===== src/rtl/kpcc_pkg.sv =====
`timescale 1ns / 1ps
package kpcc_pkg;

  localparam int unsigned MaxPairs = 1024;
  localparam int unsigned AddrW    = $clog2(MaxPairs);
  localparam int unsigned CountW   = AddrW + 1;

  typedef enum logic [1:0] {
    StatusOk       = 2'd0,
    StatusFew      = 2'd1,
    StatusZeroDen  = 2'd2,
    StatusOverflow = 2'd3
  } status_e;

  typedef struct packed {
    logic signed [31:0] x_value;
    logic signed [31:0] y_value;
    logic               pair_valid;
    logic               last_pair;
  } pair_t;

  typedef struct packed {
    logic [18:0] concordant_pairs;
    logic [18:0] discordant_pairs;
    logic [18:0] x_only_ties;
    logic [18:0] y_only_ties;
    logic [10:0] kept_count;
    logic [19:0] x_group_pairs;
    logic [31:0] x_group_var;
    logic [29:0] x_group_cubic;
    logic [19:0] y_group_pairs;
    logic [31:0] y_group_var;
    logic [29:0] y_group_cubic;
    logic [1:0]  status;
  } result_t;

  // Commands from the controller to the datapath.
  typedef struct packed {
    logic store;
    logic init;
    logic rd_row;
    logic latch_row;
    logic sweep;
    logic mom1;
    logic mom2;
    logic emit;
  } cmd_t;

  // Status from the datapath to the controller.
  typedef struct packed {
    logic few;
    logic b_last;
    logic a_last;
  } stat_t;

endpackage


===== src/rtl/kpcc_ctrl.sv =====
`timescale 1ns / 1ps
module kpcc_ctrl import kpcc_pkg::*; (
  input  logic  clk_i,
  input  logic  rst_ni,
  input  logic  start,
  input  logic  last_i,
  input  stat_t stat_i,
  output cmd_t  cmd_o,
  output logic  busy
);

  typedef enum logic [8:0] {
    StIdle   = 9'b000000001,
    StInit   = 9'b000000010,
    StLoadA  = 9'b000000100,
    StLatchA = 9'b000001000,
    StSweep  = 9'b000010000,
    StDrain  = 9'b000100000,
    StMom1   = 9'b001000000,
    StMom2   = 9'b010000000,
    StEmit   = 9'b100000000
  } state_e;

  state_e state_q, state_d;

  assign busy = (state_q != StIdle);

  // Next state and command decode.
  always_comb begin
    state_d = state_q;
    cmd_o   = '0;
    unique case (state_q)
      StIdle: begin
        cmd_o.store = start;
        if (start && last_i) state_d = StInit;
      end
      StInit: begin
        cmd_o.init = 1'b1;
        state_d = stat_i.few ? StEmit : StLoadA;
      end
      StLoadA: begin
        cmd_o.rd_row = 1'b1;
        state_d = StLatchA;
      end
      StLatchA: begin
        cmd_o.latch_row = 1'b1;
        state_d = StSweep;
      end
      StSweep: begin
        cmd_o.sweep = 1'b1;
        if (stat_i.b_last) state_d = StDrain;
      end
      StDrain: state_d = StMom1;
      StMom1: begin
        cmd_o.mom1 = 1'b1;
        state_d = StMom2;
      end
      StMom2: begin
        cmd_o.mom2 = 1'b1;
        state_d = stat_i.a_last ? StEmit : StLoadA;
      end
      StEmit: begin
        cmd_o.emit = 1'b1;
        state_d = StIdle;
      end
      default: state_d = StIdle;
    endcase
  end

  always_ff @(posedge clk_i or negedge rst_ni) begin
    if (!rst_ni) begin
      state_q <= StIdle;
    end else begin
      state_q <= state_d;
    end
  end

endmodule


===== config.mk =====
export PLATFORM = sky130hd
export DESIGN_NAME = kpcc_ctrl
export DESIGN_NICKNAME = d
export VERILOG_FILES = /design/src/rtl/kpcc_pkg.sv /design/src/rtl/kpcc_ctrl.sv
export SDC_FILE = /design/constraint.sdc
export NUM_CORES = 1
export LEC_CHECK = 0
export BUFFER_PORTS_ARGS = -buffer_cell sky130_fd_sc_hd__clkbuf_2
export CORE_AREA = 5 5 42 44
export DETAILED_ROUTE_END_ITERATION = 7
export DIE_AREA = 0 0 47 49
export PLACE_DENSITY = 0.67
export SYNTH_ARGS = -nofsm -noshare
export SYNTH_HDL_FRONTEND = slang
export SYNTH_SLANG_ARGS = --single-unit

===== constraint.sdc =====
create_clock -name clk_i -period 1.3 [get_ports clk_i]
set_input_delay 0.13 -clock clk_i [delete_from_list [all_inputs] [get_ports clk_i]]
set_output_delay 0.13 -clock clk_i [all_outputs]
set_load 0.01 [all_outputs]

==> flow_metrics.tcl <==
set metrics [dict create \
    synthCells 48 \
    r2r-end "state_q[2]$_DFFE_PN0P_" \
    whs_path_depth 3 \
    regMostFlops "state_q" \
    drt-pass1-iter-count 2 \
    wl_per_cell_um 13.2 \
    drive_gt1_share_pct 67.0 \
    synth_nets 55 \
    p_total_uw 1060 \
    start_kind "flop" \
    internal_power_uw 667 \
    tightest_slew_ns 0.240 \
    synth.distinct_cells 27 \
    drt_iter0_markers 3 \
    reg.largest.list "state_q (9)" \
    htree_levels 1 \
    ys_ff_latch 9 \
    setup_ws_ns -0.411 \
    grt_start_max_net_pins 10 \
    slew-limit-headroom_pct 83.9 \
    grt_antenna_before_repair 0 \
    gr-usage-all-layers_pct 14.0 \
    crit_path_end_kind "primary output" \
    p_per_area_mw_per_mm2 1190 \
    diodes 0 \
    die_w_um 47 \
    coreArea_mm2 0.00140 \
    post_layout_nonfiller_instances 104 \
    clk_root_buffer_cell "clkbuf_4" \
    cts_sinks 9 \
    die_h_um 49 \
    r2r_cells 5 \
    drt-total-wl_um 1380 \
    drv_cap 0 \
    place_congestion 0.704 \
    maxSlewViolCount 0 \
    rsz0062_at_grt "yes" \
    numCtsBuffers 3 \
    r2r_start "state_q[6]$_DFFE_PN0P_" \
    violations "setup timing" \
    die_area_mm2 0.00230 \
    boundaryPins 16 \
    cts_buffer_depth 2 \
    portBuffers 15 \
    tritoncts "done" \
    critPathLaunch "state_q[6]$_DFFE_PN0P_" \
    synth.yosys.seq_area_share_pct 43.6 \
    synth_common_cells "dfrtp_1 (8), nor2_1 (5), inv_1 (4)" \
    status "finished with violations" \
    skew_ns 0.00232 \
    r2r_slack_ns -0.18 \
    avgViaCountPerCell 5.08 \
    period_needed_ns 1.71 \
    p_sw_uw 392 \
    area_growth_pct 72.0 \
    leakage_uw 0.000425 \
    cp.required_ns 1.17 \
    first_global_vias 529 \
    synth.most_common_cell "dfrtp_1" \
    synthArstFlopShare_pct 100 \
    setup_violations 15 \
    avgSynthCellArea_um2 10.8 \
    fillers 110 \
    vias 528 \
    synth_top_area_share_pct 38.6 \
    multi_input_comb_area_um2 358 \
    clk_pin_slew_worst_paths_ns 0.06 \
    synth_area_um2 519 \
    arrival_ns 1.58 \
    yosys-top-cells-area "dfrtp_1 (39%), dfstp_2 (5.1%), nor4b_4 (4.6%)" \
    place_ws_ns -0.176 \
    hold_ws_ns 0.0889 \
    global_route.overflow_total 0 \
    layout.nets 96 \
    p_seq_share_pct 32.2 \
    period_share_pct 132 \
    drt_drc_violations_left 0 \
    seq_area_um2 229 \
    fmax_ghz 0.584 \
    dpl.cell_count 92 \
    ys_warn_count 0 \
    largest_reg_flops 9 \
    synth_top_flop_cell "dfrtp_1" \
    clkPwrFrac_pct 21.6 \
    worstPathMaxFanout 5 \
    pwr-share-comb_pct 46.2 \
    path_class "flop to primary output" \
    synth_largest_area_cell "dfrtp_1" \
    initial_core_util_pct 37.1 \
    ant_nets 0 \
    setup_tns_ns -3.93 \
    dp_hpwl_um 962 \
    hold_viol_final 0 \
    num_rows 14 \
    peakVddDrop_mv 0.759 \
    synth_edf_count 0 \
    worstHoldEndpoint "state_q[5]$_DFFE_PN0P_" \
    switching_share_pct 37.0 \
    min-delay-start "stat_i[1]" \
    hold_class "input pin to flop" \
    insertion_delay_ns 0.27 \
    grt_pass1_wl_um 2230 \
]
-- how the worst max path moves through the flow --
stage / cells past startpoint / slack, ns / end
3_5_place_dp: 4 / -0.18 / cmd_o[6]
2_1_floorplan: 4 / -0.15 / state_q[2]$_DFFE_PN0P_
5_1_grt: 4 / -0.51 / cmd_o[6]
3_3_place_gp: 4 / -0.15 / cmd_o[6]
4_1_cts: 4 / -0.43 / cmd_o[6]
6_report: 4 / -0.41 / cmd_o[6]
-- cells in the final DEF, fill, tap and decap left out, types with 2 or more instances in the layout --
| cell type | Yosys | routed |
|---|---|---|
| a22o_1 | 2 | 2 |
| buf_2 | 0 | 7 |
| buf_4 | 0 | 19 |
| buf_6 | 0 | 2 |
| clkbuf_2 | 0 | 7 |
| clkbuf_4 | 0 | 3 |
| dfrtp_1 | 8 | 6 |
| dfrtp_2 | 0 | 2 |
| inv_1 | 4 | 4 |
| nand2_2 | 1 | 2 |
| nand3b_1 | 2 | 2 |
| nor2_1 | 5 | 3 |
| nor2_2 | 0 | 2 |
| nor4_2 | 1 | 2 |
| nor4_4 | 1 | 2 |
| nor4b_4 | 1 | 3 |
| o21ai_0 | 3 | 3 |
-- critical path: stages (launching register included) --
cell	delay, ns
dfrtp_1	0.41
nor4_4	0.31
nand2_2	0.17
nor4b_4	0.25
buf_2	0.17
-- power groups by stage --
stage	Clock, µW	Sequential [µW]	Combinational [µW]
global placement	0	339	340
floorplan	0	347	190
global route	249	344	539
CTS	226	337	407
finish	228	341	489
detailed placement	0	340	351
-- per-layer routing --
metal	share of wire, %	up-vias	wire, µm	global-route usage, %
met2	53	14	729	22.2
met3	4.5	5	62	2.21
met4	4.6	0	63	11.1
li1	-	259	-	-
met1	38	250	521	15.5
met5	0	-	0	0
-- layout make-up --
class / count / area share (%)
clock buffers: 4 / 2.94
inverters: 4 / 1.68
multi-input cells: 35 / 40.1
flip-flops and latches: 9 / 25.6
well taps: 16 / 2.24
repair buffers: 36 / 27.5
-- logic make-up (layout without fill, tap and decap cells) --
family,Yosys count,count (layout),share of synthesized area [%]
AO/OA/AOI/OAI,9,9,12.1
AND/OR/NAND/NOR,25,25,39.8
flip-flops,9,9,43.6
XOR/XNOR,1,1,1.69
buffers and inverters,4,44,2.89
-- metrics by stage --
stage	utilization, %	instance area (µm²)
after global placement	52.2	732
after detailed placement	52.2	732
after floorplan	-	539
after CTS	58.4	818
final	63.7	893
after global routing	63.7	893
-- repair_timing --
| item | 4_1_cts | 5_1_grt |
|---|---|---|
| pin swaps | 3 | 5 |
| resized for setup | 3 | 18 |
| gates cloned | 0 | 0 |
| hold buffers | 1 | 0 |
| endpoints found under the setup margin | 14 | 18 |
| buffers inserted | 4 | 3 |
| hold endpoints to repair | 9 | 0 |
(Power assumes the default switching activity.)
